===== src/design/utf8_name_validator_assert.svh =====
// Assertion macros used by the name validator top module.
`ifndef UTF8_NAME_VALIDATOR_ASSERT_SVH
`define UTF8_NAME_VALIDATOR_ASSERT_SVH

// The consequent must hold in the same cycle as the antecedent.
`define UTF8NV_ASSERT_NOW(label, ante, cons) \
  label: assert property (@(posedge clk) disable iff (!rst_n) (ante) |-> (cons)) \
    else $error("utf8 name validator: same-cycle check failed");

// The consequent must hold in the cycle after the antecedent.
`define UTF8NV_ASSERT_NEXT(label, ante, cons) \
  label: assert property (@(posedge clk) disable iff (!rst_n) (ante) |=> (cons)) \
    else $error("utf8 name validator: next-cycle check failed");

`endif


===== src/design/utf8nv_pkg.sv =====
// Types, codes and code point classifiers for the UTF-8 name validator.
package utf8nv_pkg;

  typedef logic [20:0] cpoint_t;
  typedef logic [2:0]  verdict_t;

  // Verdict codes; the latched error uses the same encoding.
  localparam verdict_t VERDICT_OK      = 3'd0;
  localparam verdict_t VERDICT_EMPTY   = 3'd1;
  localparam verdict_t VERDICT_BAD     = 3'd2;
  localparam verdict_t VERDICT_CONTROL = 3'd3;
  localparam verdict_t VERDICT_SPACE   = 3'd4;
  localparam verdict_t VERDICT_MARK    = 3'd5;

  localparam logic [7:0] CHAR_AT    = 8'h40;
  localparam logic [7:0] CHAR_SLASH = 8'h2f;

  localparam cpoint_t CP_MAX        = 21'h10ffff;
  localparam cpoint_t CP_SURR_LO    = 21'h00d800;
  localparam cpoint_t CP_SURR_HI    = 21'h00dfff;
  localparam cpoint_t CP_LINE_SEP   = 21'h002028;
  localparam cpoint_t CP_PARA_SEP   = 21'h002029;
  localparam cpoint_t CP_IDEO_SPACE = 21'h003000;
  localparam cpoint_t CP_OGHAM      = 21'h001680;
  localparam cpoint_t CP_MATH_SPACE = 21'h00205f;
  localparam cpoint_t CP_NNB_SPACE  = 21'h00202f;
  localparam cpoint_t CP_NB_SPACE   = 21'h0000a0;
  localparam cpoint_t CP_NEL        = 21'h000085;
  localparam cpoint_t CP_C1_HI      = 21'h00009f;
  localparam cpoint_t CP_DEL        = 21'h00007f;
  localparam cpoint_t CP_C0_HI      = 21'h00001f;
  localparam cpoint_t CP_TAB        = 21'h000009;
  localparam cpoint_t CP_CR         = 21'h00000d;
  localparam cpoint_t CP_SPACE      = 21'h000020;
  localparam cpoint_t CP_EN_QUAD    = 21'h002000;
  localparam cpoint_t CP_HAIR_SPACE = 21'h00200a;
  localparam cpoint_t CP_MIN_2BYTE  = 21'h000080;
  localparam cpoint_t CP_MIN_3BYTE  = 21'h000800;
  localparam cpoint_t CP_MIN_4BYTE  = 21'h010000;

  typedef struct packed {
    cpoint_t    partial_point;
    logic [1:0] bytes_pending;
    logic [1:0] sequence_length;
    logic       seen_first_point;
    logic       first_is_space;
    logic       last_is_space;
    verdict_t   latched_error;
    logic       leading_mark_hit;
    logic       at_string_start;
  } dec_state_t;

  localparam dec_state_t STATE_RESET = '{
    partial_point:    '0,
    bytes_pending:    2'd0,
    sequence_length:  2'd0,
    seen_first_point: 1'b0,
    first_is_space:   1'b0,
    last_is_space:    1'b0,
    latched_error:    VERDICT_OK,
    leading_mark_hit: 1'b0,
    at_string_start:  1'b1
  };

  function automatic logic is_space(cpoint_t p);
    return (p >= CP_TAB && p <= CP_CR) || p == CP_SPACE
        || p == CP_NEL || p == CP_NB_SPACE || p == CP_OGHAM
        || (p >= CP_EN_QUAD && p <= CP_HAIR_SPACE) || p == CP_LINE_SEP
        || p == CP_PARA_SEP || p == CP_NNB_SPACE || p == CP_MATH_SPACE
        || p == CP_IDEO_SPACE;
  endfunction

  function automatic logic is_forbidden(cpoint_t p);
    return p <= CP_C0_HI || (p >= CP_DEL && p <= CP_C1_HI)
        || p == CP_LINE_SEP || p == CP_PARA_SEP;
  endfunction

endpackage


===== src/design/utf8nv_step.sv =====
// Per-byte decode: next decoder state and the verdict for a closing item.
module utf8nv_step (
  input  logic                   has_byte,
  input  logic [7:0]             data_byte,
  input  logic                   last_byte,
  input  logic                   forbid_leading_marks,
  input  utf8nv_pkg::dec_state_t st_i,
  output utf8nv_pkg::dec_state_t st_o,
  output logic                   emit,
  output utf8nv_pkg::verdict_t   verdict
);
  import utf8nv_pkg::*;

  dec_state_t s;
  cpoint_t    shifted;
  cpoint_t    point;
  logic       have_point;
  logic       overlong;

  assign shifted = {st_i.partial_point[14:0], data_byte[5:0]};

  always_comb begin
    s          = st_i;
    point      = '0;
    have_point = 1'b0;
    overlong   = 1'b0;

    if (has_byte) begin
      if (st_i.at_string_start) begin
        s.at_string_start  = 1'b0;
        s.leading_mark_hit = forbid_leading_marks &&
                             (data_byte == CHAR_AT || data_byte == CHAR_SLASH);
      end
      if (st_i.latched_error == VERDICT_OK) begin
        if (st_i.bytes_pending == 2'd0) begin
          // Lead byte: ASCII completes a point, otherwise a sequence opens.
          priority if (!data_byte[7]) begin
            point      = {13'd0, data_byte};
            have_point = 1'b1;
          end else if (data_byte[7:5] == 3'b110) begin
            s.sequence_length = 2'd1;
            s.bytes_pending   = 2'd1;
            s.partial_point   = {16'd0, data_byte[4:0]};
          end else if (data_byte[7:4] == 4'b1110) begin
            s.sequence_length = 2'd2;
            s.bytes_pending   = 2'd2;
            s.partial_point   = {17'd0, data_byte[3:0]};
          end else if (data_byte[7:3] == 5'b11110) begin
            s.sequence_length = 2'd3;
            s.bytes_pending   = 2'd3;
            s.partial_point   = {18'd0, data_byte[2:0]};
          end else begin
            s.latched_error = VERDICT_BAD;
          end
        end else if (data_byte[7:6] != 2'b10) begin
          s.latched_error = VERDICT_BAD;
          s.bytes_pending = 2'd0;
        end else begin
          s.partial_point = shifted;
          s.bytes_pending = st_i.bytes_pending - 2'd1;
          if (st_i.bytes_pending == 2'd1) begin
            overlong = (st_i.sequence_length == 2'd1 && shifted < CP_MIN_2BYTE)
                    || (st_i.sequence_length == 2'd2 && shifted < CP_MIN_3BYTE)
                    || (st_i.sequence_length == 2'd3 && shifted < CP_MIN_4BYTE);
            if (overlong || shifted > CP_MAX ||
                (shifted >= CP_SURR_LO && shifted <= CP_SURR_HI)) begin
              s.latched_error = VERDICT_BAD;
            end else begin
              point      = shifted;
              have_point = 1'b1;
            end
          end
        end

        if (have_point) begin
          if (is_forbidden(point)) begin
            s.latched_error = VERDICT_CONTROL;
          end else begin
            if (!st_i.seen_first_point) begin
              s.first_is_space   = is_space(point);
              s.seen_first_point = 1'b1;
            end
            s.last_is_space = is_space(point);
          end
        end
      end
    end

    priority if (s.at_string_start)                 verdict = VERDICT_EMPTY;
    else if (s.latched_error != VERDICT_OK)         verdict = s.latched_error;
    else if (s.bytes_pending != 2'd0)               verdict = VERDICT_BAD;
    else if (s.first_is_space || s.last_is_space)   verdict = VERDICT_SPACE;
    else if (s.leading_mark_hit)                    verdict = VERDICT_MARK;
    else                                            verdict = VERDICT_OK;

    emit = last_byte;
    st_o = last_byte ? STATE_RESET : s;
  end

endmodule


===== src/design/utf8nv_out_reg.sv =====
// Result register with valid and ready toward the consumer.
module utf8nv_out_reg (
  input  logic                 clk,
  input  logic                 rst_n,
  input  logic                 load,
  input  utf8nv_pkg::verdict_t verdict_in,
  output logic                 free,
  output logic                 out_valid,
  input  logic                 out_ready,
  output utf8nv_pkg::verdict_t out_verdict
);
  import utf8nv_pkg::*;

  logic     valid_r;
  verdict_t verdict_r;

  // The register can take a new verdict when empty or drained this cycle.
  assign free        = !valid_r || out_ready;
  assign out_valid   = valid_r;
  assign out_verdict = verdict_r;

  always_ff @(posedge clk) begin
    if (!rst_n) begin
      valid_r <= 1'b0;
    end else if (free) begin
      valid_r <= load;
    end
  end

  always_ff @(posedge clk) begin
    if (free && load) begin
      verdict_r <= verdict_in;
    end
  end

endmodule


===== src/design/utf8_name_validator.sv =====
// Strict UTF-8 name validator: one byte per transaction, one verdict per string.
//
// The block checks a name string that arrives one byte per input transaction,
// with in_last_byte marking the final transaction of the string; a final
// transaction with in_has_byte low ends the string without adding a byte, and
// on its own it reports an empty string. Bytes are decoded as they arrive:
// the first error in stream order (malformed UTF-8, a control character or a
// line or paragraph separator) is latched, and later bytes of that string are
// not decoded. One verdict comes out for each string, on the transaction that
// carries in_last_byte: 0 ok, 1 empty, 2 bad UTF-8 (including a sequence left
// unfinished), 3 control or line break, 4 leading or trailing whitespace,
// 5 a leading '@' or '/' while in_forbid_leading_marks was high on the first
// byte. The block sustains one byte per clock cycle. Each transaction is held
// in the input register, where the decoder updates its state, and a verdict
// then sits in the result register until the consumer takes it; the decoder
// state loop closes through the combinational step logic, which sets the rate.
// The input side stalls only while a closing transaction, with or without a
// byte, waits on a full result register that the consumer is not draining.
module utf8_name_validator (
  input  logic                 clk,
  input  logic                 rst_n,
  input  logic                 in_valid,
  output logic                 in_ready,
  input  logic                 in_has_byte,
  input  logic [7:0]           in_data_byte,
  input  logic                 in_last_byte,
  input  logic                 in_forbid_leading_marks,
  output logic                 out_valid,
  input  logic                 out_ready,
  output utf8nv_pkg::verdict_t out_verdict
);
  import utf8nv_pkg::*;

  // Input register.
  logic       in_valid_r;
  logic       has_r;
  logic [7:0] byte_r;
  logic       last_r;
  logic       forbid_r;

  // Decoder state.
  dec_state_t st_r;
  dec_state_t st_nxt;

  logic       step_emit;
  verdict_t   step_verdict;
  logic       out_free;
  logic       advance;
  logic       in_take;

  // The held transaction retires when it produces no verdict or when the
  // result register can take its verdict.
  assign advance  = in_valid_r && (!step_emit || out_free);
  assign in_ready = !in_valid_r || advance;
  assign in_take  = in_valid && in_ready;

  always_ff @(posedge clk) begin
    if (!rst_n) begin
      in_valid_r <= 1'b0;
    end else if (in_take) begin
      in_valid_r <= 1'b1;
    end else if (advance) begin
      in_valid_r <= 1'b0;
    end
  end

  always_ff @(posedge clk) begin
    if (in_take) begin
      has_r    <= in_has_byte;
      byte_r   <= in_data_byte;
      last_r   <= in_last_byte;
      forbid_r <= in_forbid_leading_marks;
    end
  end

  // The decoder state moves only when a transaction retires; a closing
  // transaction returns it to the string-start state.
  always_ff @(posedge clk) begin
    if (!rst_n) begin
      st_r <= STATE_RESET;
    end else if (advance) begin
      st_r <= st_nxt;
    end
  end

  utf8nv_step u_step (
    .has_byte             (has_r),
    .data_byte            (byte_r),
    .last_byte            (last_r),
    .forbid_leading_marks (forbid_r),
    .st_i                 (st_r),
    .st_o                 (st_nxt),
    .emit                 (step_emit),
    .verdict              (step_verdict)
  );

  utf8nv_out_reg u_out (
    .clk         (clk),
    .rst_n       (rst_n),
    .load        (advance && step_emit),
    .verdict_in  (step_verdict),
    .free        (out_free),
    .out_valid   (out_valid),
    .out_ready   (out_ready),
    .out_verdict (out_verdict)
  );

`include "utf8_name_validator_assert.svh"

  // A latched error always leaves no continuation bytes outstanding.
  `UTF8NV_ASSERT_NOW(a_err_no_pending, st_r.latched_error != VERDICT_OK, st_r.bytes_pending == 2'd0)
  // Outstanding continuation bytes never exceed the sequence length.
  `UTF8NV_ASSERT_NOW(a_pending_le_len, 1'b1, st_r.bytes_pending <= st_r.sequence_length)
  // A verdict leaves the decoder back at the start of a fresh string.
  `UTF8NV_ASSERT_NEXT(a_reset_after_emit, advance && step_emit, st_r.at_string_start && st_r.latched_error == VERDICT_OK)
  // The input side stalls only behind a held transaction and a full result.
  `UTF8NV_ASSERT_NOW(a_stall_cause, !in_ready, in_valid_r && out_valid && last_r)
  // Verdicts stay within the defined codes.
  `UTF8NV_ASSERT_NOW(a_verdict_range, out_valid, out_verdict <= VERDICT_MARK)

endmodule


===== config.mk =====
export PLATFORM = sky130hd
export DESIGN_NAME = utf8_name_validator
export DESIGN_NICKNAME = d
export VERILOG_FILES = /design/src/design/utf8nv_pkg.sv /design/src/design/utf8nv_step.sv /design/src/design/utf8nv_out_reg.sv /design/src/design/utf8_name_validator.sv
export VERILOG_INCLUDE_DIRS = /design/src /design/src/design
export SDC_FILE = /design/constraint.sdc
export NUM_CORES = 1
export LEC_CHECK = 0
export BUFFER_PORTS_ARGS = -buffer_cell sky130_fd_sc_hd__buf_4
export CAP_MARGIN = 10
export CELL_PAD_IN_SITES_DETAIL_PLACEMENT = 0
export CELL_PAD_IN_SITES_GLOBAL_PLACEMENT = 1
export CORE_MARGIN = 4
export CORE_UTILIZATION = 45
export CTS_CLUSTER_DIAMETER = 100
export CTS_CLUSTER_SIZE = 20
export DETAILED_ROUTE_END_ITERATION = 8
export PLACE_DENSITY_LB_ADDON = 0.12
export SYNTH_ARGS = -nofsm -noshare
export SYNTH_HDL_FRONTEND = slang
export SYNTH_HIERARCHICAL = 1
export SYNTH_SLANG_ARGS = --single-unit
export TNS_END_PERCENT = 10

===== constraint.sdc =====
create_clock -name clk -period 5.3 [get_ports clk]
set_input_delay 0.53 -clock clk [delete_from_list [all_inputs] [get_ports clk]]
set_output_delay 0.53 -clock clk [all_outputs]
set_load 0.01 [all_outputs]

# After elaboration in Yosys (flattened, before gate mapping)
# Cells that the tools add are included.
dict set report totals {
  register_bits 43
  out_inout_bits 5
  elab_cells 148
}
dict set report classes {
  n_addsub 1
  order_cmp 13
  eq_ne 23
  muxes 44
  n_reduce_logical 51
}
# op count
set op_table {}
lappend op_table {{$mux 21} 6}
lappend op_table {{$eq 21x14->1 const B} 5}
lappend op_table {{$mux 19} 4}
lappend op_table {{$mux 27} 2}
lappend op_table {{$eq 21x8->1 const B} 2}
lappend op_table {{$mux 3} 14}
lappend op_table {{$mux 25} 1}
lappend op_table {{$logic_or 1x1->1} 22}
lappend op_table {{$eq 21x13->1 const B} 1}
lappend op_table {{$eq 21x6->1 const B} 1}
lappend op_table {{$ge 21x14->1 const B} 1}
lappend op_table {{$ge 21x16->1 const B} 1}
lappend op_table {{$ge 21x4->1 const B} 1}
lappend op_table {{$ge 21x7->1 const B} 1}
lappend op_table {{$gt 21x21->1 const B} 1}
lappend op_table {{$le 21x14->1 const B} 1}
lappend op_table {{$le 21x16->1 const B} 1}
lappend op_table {{$le 21x4->1 const B} 1}
lappend op_table {{$le 21x5->1 const B} 1}
lappend op_table {{$le 21x8->1 const B} 1}
lappend op_table {{$lt 21x12->1 const B} 1}
lappend op_table {{$lt 21x17->1 const B} 1}
lappend op_table {{$lt 21x8->1 const B} 1}
lappend op_table {{$mux 17} 1}
lappend op_table {{other kinds (26)} 60}

# Depth between registers and ports, before layout
# Gate-level depths: netlist of run 1.
dict set report logic_depth {
  word_depth 33
  mapped_depth 14
  depth_no_buf 13
}

# Modules after synthesis
# The synthesis of run 1 kept the hierarchy.
# mod n_inst cells_each area_each_um2 seq_area_each_um2
set modules_own_cells {}
lappend modules_own_cells {utf8_name_validator 1 162 1721.7 1011.0}
lappend modules_own_cells {utf8nv_step 1 237 1426.4 0.0}
lappend modules_own_cells {utf8nv_out_reg 1 8 147.6 110.1}

# Least setup slack after synthesis of run 1
# No wires, ideal clock.
dict set report synth_path {
  path_type {reg2reg}
  from {register st_r[10] (netlist bit)}
  to {register u_out.verdict_r[0], in the netlist u_out/out_verdict[0] (data pin)}
  setup_ns 0.176
  t_arrival_ns 2.580
  path_slack_ns 2.544
  path_stages_with_launch 13
  path_buffers 1
  synth_period_minus_slack_ns 2.756
  path_cell_list {dfxtp_1 -> inv_1 -> ha_1 -> nor2_1 -> and4_1 -> buf_6 -> nand2b_4 -> and4_4 -> a31oi_4 -> a31oi_1 -> o21a_1 -> or3_1 -> o311ai_2}
}
dict set report synth_between {
  elab_chain_len 27
  word_cells_on_any_way 66
}
# item line
set synth_lines {}
lappend synth_lines {{start: declaration} utf8_name_validator.sv:42} ;# dec_state_t st_r;
lappend synth_lines {{start signal: assignment} utf8_name_validator.sv:82} ;# st_r <= st_nxt;
lappend synth_lines {{$eq 2x1->1} utf8nv_step.sv:61} ;# if (st_i.bytes_pending == 2'd1) begin
lappend synth_lines {{$mux 21} utf8nv_step.sv:61}
lappend synth_lines {{$mux 21} utf8nv_step.sv:55} ;# end else if (data_byte[7:6] != 2'b10) begin
lappend synth_lines {{$mux 21} utf8nv_step.sv:35} ;# if (st_i.bytes_pending == 2'd0) begin
lappend synth_lines {{$mux 21} utf8nv_step.sv:34} ;# if (st_i.latched_error == VERDICT_OK) begin
lappend synth_lines {{$mux 21} utf8nv_step.sv:28} ;# if (has_byte) begin
lappend synth_lines {{$ge 21x4->1 or $le 21x4->1 (tied branches)} utf8nv_pkg.sv:66} ;# return (p >= CP_TAB && p <= CP_CR) || p == CP_SPACE
lappend synth_lines {{$logic_and 1x1->1} utf8nv_pkg.sv:66}
lappend synth_lines {{[... 11 more ...]} n/a}
lappend synth_lines {{$mux 3} utf8nv_step.sv:76} ;# if (is_forbidden(point)) begin
lappend synth_lines {{$mux 6} utf8nv_step.sv:75} ;# if (have_point) begin
lappend synth_lines {{$mux 25} utf8nv_step.sv:34}
lappend synth_lines {{$mux 27 *} utf8nv_step.sv:28}
lappend synth_lines {{$logic_or 1x1->1} utf8nv_step.sv:92} ;# else if (s.first_is_space || s.last_is_space) verdict = VERDICT_SPACE;
lappend synth_lines {{$mux 3} utf8nv_step.sv:92}
lappend synth_lines {{$mux 3} utf8nv_step.sv:91} ;# else if (s.bytes_pending != 2'd0) verdict = VERDICT_BAD;
lappend synth_lines {{$mux 3 *} utf8nv_step.sv:90} ;# else if (s.latched_error != VERDICT_OK) verdict = s.latched_error;
lappend synth_lines {{end signal: assignment} utf8nv_out_reg.sv:32} ;# verdict_r <= verdict_in;
lappend synth_lines {{end: declaration} utf8nv_out_reg.sv:15} ;# verdict_t verdict_r;
# Every way passes the cells marked *; elsewhere a longest branch is shown, timed or not. The select of a mux whose other input is x is not followed.
# A chain may end at the register's enable or synchronous reset.

# Worst setup path after layout of run 1
# Same ends and word-level chain as after synthesis.

==> results of run 1 <==
## how the worst min path moves through the flow
stage	start	end	slack, ps	depth (start not counted)
floorplan	st_r[13]	st_r[13]	430	2
global placement	st_r[7]	st_r[7]	440	2
detailed placement	st_r[1]	st_r[1]	460	2
CTS	in_data_byte[3]	byte_r[3]	390	1
global route	in_data_byte[1]	byte_r[1]	380	1
finish	in_data_byte[3]	byte_r[3]	400	1
## stage by stage
step	setup WS, ps	std cells	total power, mW
6_report	2020	447	0.665
5_1_grt	1800	447	0.698
4_1_cts	2070	447	0.675
3_5_place_dp	2100	439	0.454
3_3_place_gp	2250	439	0.454
2_1_floorplan	2540	371	0.430
## worst max-delay path, stage by stage, from the launching register on
cell      delay, ps
dfxtp_1         380
inv_1            70
ha_1            290
nor2_1          350
and4_1          500
nand2b_4        100
and4_4          200
a31oi_4         150
a31oi_1         140
o21a_1          240
or3_1           380
o311ai_2        290
## cells in the final DEF, fill, tap and decap left out, types with 8 or more instances in the layout
| master | count |
|---|---|
| buf_4 | 22 |
| dfxtp_1 | 29 |
| nor2_1 | 39 |
| nand2_1 | 68 |
| inv_1 | 13 |
| nor3_1 | 10 |
| mux2i_1 | 30 |
| a21oi_1 | 11 |
| a22oi_1 | 11 |
| o21ai_0 | 12 |
| nand2b_1 | 8 |
| edfxtp_1 | 14 |
## final cells by class
cell class	count	share of cell area, %
Inverter	13	1.53
Timing Repair Buffer	22	5.19
Clock buffer	7	2.71
Multi-Input combinational cell	284	55.9
Clock inverter	1	0.157
Sequential cell	43	31.5
Tap cell	77	3.03
## state kept, by name, summed over array words and instances (netlist names)
signal / flops
forbid_r: 1
has_r: 1
u_out/out_verdict: 3
last_r: 1
st_r: 27
in_valid_r: 1
byte_r: 8
u_out/out_valid: 1
## power by group through the flow
stage | logic, mW | clock network, mW | registers [mW]
after floorplan | 0.0681 | 0 | 0.362
after global placement | 0.0799 | 0 | 0.374
after detailed placement | 0.0794 | 0 | 0.374
after CTS | 0.0800 | 0.229 | 0.367
after global routing | 0.0882 | 0.241 | 0.369
final | 0.0803 | 0.218 | 0.367
## layer usage
metal / up-vias / wire length (um) / GRT usage, %
met3: 10 / 349 / 3.19
met5: - / 0 / 0
li1: 1331 / - / -
met4: 0 / 88 / 5.01
met2: 67 / 3690 / 31.8
met1: 1299 / 3860 / 30.8
==> impl_results.md, run 1 <==
- Setup CP Type: register to register
- Final HPWL from detailed placement: 5530 um
- Switching pwr: roughly 0.18 mW
- Worst slew margin: 27.7%
- Initial antenna violation count: 0
- WP data required: 5420 ps
- Ratio of cells with drive above 1 in the final layout: between 10 and 15%
- VDD IR-drop max: 132 uV
- CTS Sinks: 43
- Cell count after synthesis: 371
- Status: finished clean
- CP Launch Type: register
- R2R Path End: u_out/out_verdict[0]
- Synth warn: 6
- CTS Buffer Depth: 2
- Final hold violation count: 0
- Post-route setup TNS: 0 ps
- Die ar.: 8040 um2
- Worst Setup End Kind: register
- Global Route Usage Sum: a little over a fifth
- Final setup violation count: 0
- Combinational share of power: 12.1%
- Syn_area_per_cell: between 8 and 9 um2
- Clock Power Share: 32.8%
- Post-CTS Resized: 0
- P_leak: 1.18 nW
- Clock root buffer: clkbuf_8
- Final core occ: 49.5%
- Site Rows: 29
- PortBufs: 19
- Worst Reg-to-Reg Cells: 11
- DR pass1 iterations: 5
- Chip height: 89.7 um
- Max FO, Critical Path: 8
- Core Region: about 6400 um2
- Setup bufs post-CTS: 0
- Initial Util: 46.8%
- Clk slew on worst S/H paths: 90 ps
- Final RePlAce weighted congestion: 0.895
- Slew @ Worst Pin: 1080 ps
- # DRC: 0
- Nets: between 300 and 400
- HP Class: input port to register
- Final hold slack: 401 ps
- H-Tree Depth: 2
- Die width: 89.7 um
- Via density: 6.06
- DP Area: 3090 um2
- First-pass GRT wire length: 12,900 um
- Internal cell power: 0.488 mW
- Crit path from: st_r[10]
- Layout area overhead: 5.92%
- Vias in the first global route: 2,416
- Slew Limit Fails: 0
- Wire per inst: 17.9 um
- R2r startpoint: st_r[10]
- Arrival @ worst endpoint: around 3400 ps
- CTS tree: yes
- Crit path capture: u_out/out_verdict[0]
- Min Tclk post-route: 3280 ps
- RSZ-0062 raised after global routing: false
- Number of nets with antenna violations after routing: 0
- Via count: around 2,700
- Final Cell Area: 3180 um2
- Clk Latency, worst-skew pair: 300 ps
- Sequential power share: 55.2%
- Final WL: 7980 um
- Syn Nets: 388
- Power per cell area: 209 nW/um2
- Max Clock Skew: 9.24 ps
- Fin crit share: 61.9%
- FF+latch area: 1000 um2
- Fmax: 305 MHz
- I/O pin cnt: 20
- Ant. Diodes: 0
- Fill cells: roughly 660
- Area of the mapped netlist: 3000 um2
- Drt first-iter violations: 231
- Max Cap Violations: 0
- # hold bufs at CTS: 0
- Global route total overflow: 0
- Sw Share: 26.6%
- Area of the multi-input gates: 1780 um2
- Largest net degree at the start of global routing: 56
- Cts bufs inserted: 5
- Reg2Reg Setup Slack: just over 2000 ps
(Power assumes the default switching activity.)
==> run 2: changes to the inputs <==
clock period = 3.23 ns   (was 5.3 ns; I/O delays follow)
==> run 2 against run 1 <==
  * Combinational power up 83%
  * Final cell count up 2.2%
  * Final area up 3.3%
  * Clock skew about the same
  * Clock power up 110%
  * Fmax up 7.8%
  * Die area unchanged
  * Register-to-register slack worse by 1800 ps
  * Global-route usage down 0.17 points
  * Highest routed layer unchanged
  * Count of clock-buffer cells in the layout down 1
==> impl_results.md, run 2 (synthesis gave the netlist of run 1 again) <==
- Status: finished clean (unchanged)
- Global Route Usage Sum: 20.7% (was 20.9%)
- Min-Delay Endpoint: byte_r[2] (was byte_r[3])
- Initial Util: 46.8% (unchanged)
- Site Rows: 29 (unchanged)
- Final hold violation count: 0 (unchanged)
- Min Tclk post-route: 3040 ps (was 3280 ps)
- VDD IR-drop max: 211 uV (was 132 uV)
- CP Launch Type: register (unchanged)
- H-Tree Depth: 2 (unchanged)
- Number of nets with antenna violations after routing: 0 (unchanged)
- RSZ-0062 raised after global routing: false (unchanged)
- Initial antenna violation count: 0 (unchanged)
- Worst Reg-to-Reg Cells: 7 (was 11)
- Drt first-iter violations: 224 (was 231)
- Largest net degree at the start of global routing: 56 (unchanged)
- Final setup violation count: 0 (unchanged)
- Fill cells: 628 (was 655)
- Max FO, Critical Path: 6 (was 8)
- Clock root buffer: clkbuf_8 (unchanged)
- Max incr delay on CP: 680 ps (was 500 ps)
- Reg2Reg Setup Slack: 190 ps (was 2020 ps)
- Biggest register: st_r (unchanged)
- Crit-path cells: nor4_1 -> nand4b_1 -> or4_1 -> a31oi_1 -> o21a_1 -> nor3_1 -> o221a_1 (was inv_1 -> ha_1 -> nor2_1 -> and4_1 -> nand2b_4 -> and4_4 -> a31oi_4 -> a31oi_1 -> o21a_1 -> or3_1 -> o311ai_2)
- R2R Path End: u_out/out_verdict[2] (was u_out/out_verdict[0])
- Arrival @ worst endpoint: 3100 ps (was 3400 ps)
- HP Class: input port to register (unchanged)
- Clk slew on worst S/H paths: 90 ps (about the same)
- Cts bufs inserted: 5 (unchanged)
- Combinational share of power: 12.4% (was 12.1%)
- Fmax: 329 MHz (was 305 MHz)
- I/O pin cnt: 20 (unchanged)
- DR pass1 iterations: 5 (unchanged)
- Final HPWL from detailed placement: 5730 um (was 5530 um)
- Top cell family by delay on the critical path: simple AND/OR/NAND/NOR gates (unchanged)
- Max Clock Skew: 9.56 ps (was 9.24 ps)
- Layout area overhead: 9.42% (was 5.92%)
- Final core occ: 51.2% (was 49.5%)
- CTS Buffer Depth: 2 (unchanged)
- Setup bufs post-CTS: 0 (unchanged)
- CTS tree: yes (unchanged)
- Worst path buffer plus inverter count: 0 (was 1)
- Sequential power share: 49.6% (was 55.2%)
- Nets: 396 (was 386)
- Ant. Diodes: 0 (unchanged)
- Hold_sp: in_data_byte[2] (was in_data_byte[3])
- CTS Sinks: 43 (unchanged)
- Slew Limit Fails: 0 (unchanged)
- Pwr Total: 1.19 mW (was 0.665 mW)
- Via count: 2,741 (was 2,707)
- Final Non-Filler Cells: 457 (was 447)
- # hold bufs at CTS: 0 (unchanged)
- Final WL: 7850 um (was 7980 um)
- Die ar.: 8040 um2 (unchanged)
- # DRC: 0 (unchanged)
- Clk Latency, worst-skew pair: 300 ps (about the same)
- Final RePlAce weighted congestion: 0.942 (was 0.895)
- R2r startpoint: st_r[17] (was st_r[10])
- Biggest regs: st_r x27, byte_r x8, u_out/out_verdict x3 (unchanged)
- Post-CTS Resized: 0 (unchanged)
- Ratio of cells with drive above 1 in the final layout: 13.4% (was 10.8%)
- Power per cell area: 363 nW/um2 (was 209 nW/um2)
- Via density: 6.00 (was 6.06)
- Wire per inst: 17.2 um (was 17.9 um)
- Placed instance count: 449 (was 439)
- Largest register FFs: 27 (unchanged)
- Setup CP Type: register to register (unchanged)
- PortBufs: 19 (unchanged)
- Vias in the first global route: 2,546 (was 2,416)
- Hold depth: 1 (unchanged)
- Final hold slack: 192 ps (was 401 ps)
- WP data required: 3280 ps (was 5420 ps)
- Fin crit share: 94.2% (was 61.9%)
- Core Region: 6420 um2 (unchanged)
- Post-route setup TNS: 0 ps (unchanged)
- Sw Share: 25.5% (was 26.6%)
- Worst Setup End Kind: register (unchanged)
- Switching pwr: 0.303 mW (was 0.177 mW)
- First-pass GRT wire length: 12,900 um (about the same)
- Die width: 89.7 um (unchanged)
- Most common library cell in the layout ignoring fill and taps: nand2_1 (unchanged)
- Internal cell power: 0.888 mW (was 0.488 mW)
- P_leak: 1.24 nW (was 1.18 nW)
- Clock Power Share: 38.1% (was 32.8%)
- Global route total overflow: 0 (unchanged)
- Slowest library cell on the worst path: nor4_1 (was and4_1)
- Chip height: 89.7 um (unchanged)
- Commonest non-fill, non-tap cells in the layout: nand2_1 (68), nor2_1 (39), buf_4 (32), mux2i_1 (30), dfxtp_1 (29) (was nand2_1 (68), nor2_1 (39), mux2i_1 (30), dfxtp_1 (29), buf_4 (22))
- Slew @ Worst Pin: 728 ps (was 1080 ps)
- Max Cap Violations: 0 (unchanged)
- Worst slew margin: 51.0% (was 27.7%)
## run 2: cell count changes in the layout (fill, tap and decap cells not counted)
cell and change:
buf_4 +10, bufinv_16 +1, clkbuf_1 -1, clkinv_2 -1, inv_6 +1
## run 2: area by class of cell
| type | instances | area (um2) | area share (%) |
|---|---|---|---|
| Inverter | 13 | 48.8 | 1.49 |
| Multi-Input combinational cell | 284 | 1780 | 54.1 |
| Timing Repair Buffer | 32 | 240 | 7.31 |
| Clock buffer | 6 | 82.6 | 2.51 |
| Clock inverter | 2 | 38.8 | 1.18 |
| Tap cell | 77 | 96.3 | 2.93 |
| Sequential cell | 43 | 1000 | 30.5 |
## run 2: routing by layer
metal,wire [um],vias to the layer above,GRT usage (%)
li1,-,1357,-
met1,3780,1262,29.4
met2,3330,103,30.8
met3,510,19,4.38
met4,227,0,7.58
met5,0,-,0
## run 2: how the worst max path moves through the flow
| stage | startpoint | end | slack (ps) | cells after the start |
|---|---|---|---|---|
| 6_report | st_r[17] | u_out/out_verdict[2] | 190 | 7 |
| 5_1_grt | st_r[17] | u_out/out_verdict[2] | 5 | 7 |
| 4_1_cts | st_r[10] | u_out/out_verdict[0] | 230 | 11 |
| 3_5_place_dp | st_r[17] | u_out/out_verdict[2] | 250 | 7 |
| 3_3_place_gp | st_r[10] | u_out/out_verdict[0] | 310 | 12 |
| 2_1_floorplan | st_r[10] | u_out/out_verdict[0] | 470 | 12 |
## run 2: stage by stage
stage                     setup slack [ps]  area (um2)
final                                  187        3290
after global routing                  5.29        3290
after CTS                              233        3290
after detailed placement               253        3160
after global placement                 306        3160
after floorplan                        474        3000
## run 2: power groups by stage
| stage | logic, mW | registers [mW] | clock network, mW |
|---|---|---|---|
| floorplan | 0.112 | 0.594 | 0 |
| global placement | 0.148 | 0.604 | 0 |
| detailed placement | 0.147 | 0.603 | 0 |
| CTS | 0.147 | 0.591 | 0.470 |
| global route | 0.164 | 0.593 | 0.489 |
| finish | 0.147 | 0.591 | 0.453 |
==> run 3: changes to the inputs <==
==> constraint.sdc (replaced) <==
create_clock -name clk -period 3.23 [get_ports clk]
set_input_delay 0.969 -clock clk [delete_from_list [all_inputs] [get_ports clk]]
set_output_delay 0.969 -clock clk [all_outputs]
set_load 0.01 [all_outputs]
==> run 3 against run 2 <==
  * Non-clock buffer count up 3
  * Critical path depth up 4
  * Register-to-register slack better by 60 ps
  * Power down 7.9%
  * Largest cell class unchanged
  * Highest routed layer unchanged
  * Via count down 1.2%
==> impl_results.md, run 3 (synthesis gave the netlist of run 1 again) <==
- Min-Delay Endpoint: st_r[7] (was byte_r[2])
- Post-route setup TNS: 0 ps (unchanged)
- Post-CTS Resized: 0 (unchanged)
- Slew @ Worst Pin: 573 ps (was 728 ps)
- CTS tree: yes (unchanged)
- Final setup violation count: 0 (unchanged)
- DR pass1 iterations: 5 (unchanged)
- Hold depth: 2 (was 1)
- Fill cells: 638 (was 628)
- Ratio of cells with drive above 1 in the final layout: 14.1% (was 13.4%)
- Setup bufs post-CTS: 0 (unchanged)
- Slew Limit Fails: 0 (unchanged)
- Worst Reg-to-Reg Cells: 11 (was 7)
- Core Region: 6420 um2 (unchanged)
- Fin crit share: 92.3% (was 94.2%)
- Clk Latency, worst-skew pair: 310 ps (was 300 ps)
- CP Launch Type: register (unchanged)
- Chip height: 89.7 um (unchanged)
- P_leak: 1.24 nW (about the same)
- Largest register FFs: 27 (unchanged)
- Setup CP Type: register to register (unchanged)
- Status: finished clean (unchanged)
- Final HPWL from detailed placement: 5720 um (was 5730 um)
- Area of the multi-input gates: 1780 um2 (unchanged)
- Initial Util: 46.8% (unchanged)
- Largest net degree at the start of global routing: 56 (unchanged)
- Drt first-iter violations: 235 (was 224)
- Final hold slack: 481 ps (was 192 ps)
- VDD IR-drop max: 246 uV (was 211 uV)
- FF+latch area: 1000 um2 (unchanged)
- First-pass GRT wire length: 13,000 um (was 12,900 um)
- Vias in the first global route: 2,487 (was 2,546)
- Biggest register: st_r (unchanged)
- I/O pin cnt: 20 (unchanged)
- Initial antenna violation count: 0 (unchanged)
- Die ar.: 8040 um2 (unchanged)
- Min Tclk post-route: 2980 ps (was 3040 ps)
- H-Tree Depth: 2 (unchanged)
- Final hold violation count: 0 (unchanged)
- Global route total overflow: 0 (unchanged)
- WP data required: 3360 ps (was 3280 ps)
- R2r startpoint: st_r[10] (was st_r[17])
- RSZ-0062 raised after global routing: false (unchanged)
- Worst slew margin: 61.5% (was 51.0%)
- Nets: 399 (was 396)
- Max FO, Critical Path: 8 (was 6)
- Site Rows: 29 (unchanged)
- Fmax: 336 MHz (was 329 MHz)
- Arrival @ worst endpoint: 3110 ps (was 3100 ps)
- Number of nets with antenna violations after routing: 0 (unchanged)
- Most common library cell in the layout ignoring fill and taps: nand2_1 (unchanged)
- # hold bufs at CTS: 0 (unchanged)
- Power per cell area: 334 nW/um2 (was 363 nW/um2)
- Max Clock Skew: 10.0 ps (was 9.56 ps)
- Cts bufs inserted: 5 (unchanged)
- Via density: 5.88 (was 6.00)
- Worst Setup End Kind: register (unchanged)
- Die width: 89.7 um (unchanged)
- Via count: 2,707 (was 2,741)
- PortBufs: 19 (unchanged)
- Ant. Diodes: 0 (unchanged)
- CTS Sinks: 43 (unchanged)
- Reg2Reg Setup Slack: 250 ps (was 190 ps)
- Commonest non-fill, non-tap cells in the layout: nand2_1 (68), nor2_1 (39), buf_4 (35), mux2i_1 (30), dfxtp_1 (29) (was nand2_1 (68), nor2_1 (39), buf_4 (32), mux2i_1 (30), dfxtp_1 (29))
- Max Cap Violations: 0 (unchanged)
- Final RePlAce weighted congestion: 0.958 (was 0.942)
- Clk slew on worst S/H paths: 90 ps (about the same)
- CTS Buffer Depth: 2 (unchanged)
- Clock root buffer: clkbuf_8 (unchanged)
- Wire per inst: 17.2 um (about the same)
- Final WL: 7900 um (was 7850 um)
- Pwr Total: 1.10 mW (was 1.19 mW)
- Biggest regs: st_r x27, byte_r x8, u_out/out_verdict x3 (unchanged)
- Layout area overhead: 9.25% (was 9.42%)
- Hold_sp: st_r[7] (was in_data_byte[2])
- HP Class: register to register (was input port to register)
- R2R Path End: u_out/out_verdict[0] (was u_out/out_verdict[2])
- # DRC: 0 (unchanged)
- Global Route Usage Sum: 21.2% (was 20.7%)
## run 3: changes by cell type in the layout (fill, tap and decap cells not counted), sizes merged
cell / change
bufinv: -1
clkbuf: -1
clkinvlp: +1
buf: +3
inv: -1
clkinv: +2
## run 3: cell type report
| cell class | instances | area share [%] |
|---|---|---|
| Clock inverter | 3 | 0.763 |
| Clock buffer | 5 | 2.10 |
| Inverter | 13 | 1.49 |
| Sequential cell | 43 | 30.5 |
| Timing Repair Buffer | 35 | 8.01 |
| Tap cell | 77 | 2.94 |
| Multi-Input combinational cell | 284 | 54.2 |
## run 3: metal layers
metal | GRT usage (%) | vias up | wire [um]
met4 | 5.14 | 0 | 65
met5 | 0 | - | 0
met1 | 31.4 | 1275 | 4020
met3 | 3.38 | 6 | 337
li1 | - | 1363 | -
met2 | 32.2 | 63 | 3470
## run 3: worst max-delay path: stages, from the launching register on
cell and delay, ps:
dfxtp_1 380, inv_1 70, ha_1 290, nor2_1 170, and4_1 440, nand2b_4 110
and4_4 200, a31oi_4 150, a31oi_1 130, o21a_1 220, or3_1 360, o311ai_2 280
## run 3: worst max path at each step
stage / startpoint / end / depth (start not counted)
global route: st_r[10] / u_out/out_verdict[0] / 12
detailed placement: st_r[10] / u_out/out_verdict[0] / 11
finish: st_r[10] / u_out/out_verdict[0] / 11
CTS: st_r[10] / u_out/out_verdict[0] / 11
floorplan: st_r[10] / u_out/out_verdict[0] / 12
global placement: st_r[10] / u_out/out_verdict[0] / 11
## run 3: power by group
| group | switching, mW | internal [mW] |
|---|---|---|
| Combinational | 0.0919 | 0.0618 |
| Clock | 0.202 | 0.155 |
| Sequential | 0.0140 | 0.572 |
## run 3: stage by stage
step                      instances  setup WS (ps)  utilization (%)  cell area [um2]
after floorplan                 371            474                -             3000
after global placement          452            362             49.6             3190
final                           460            250             51.1             3280
after CTS                       460            266             51.1             3280
after detailed placement        452            305             49.6             3190
after global routing            460           31.8             51.1             3280
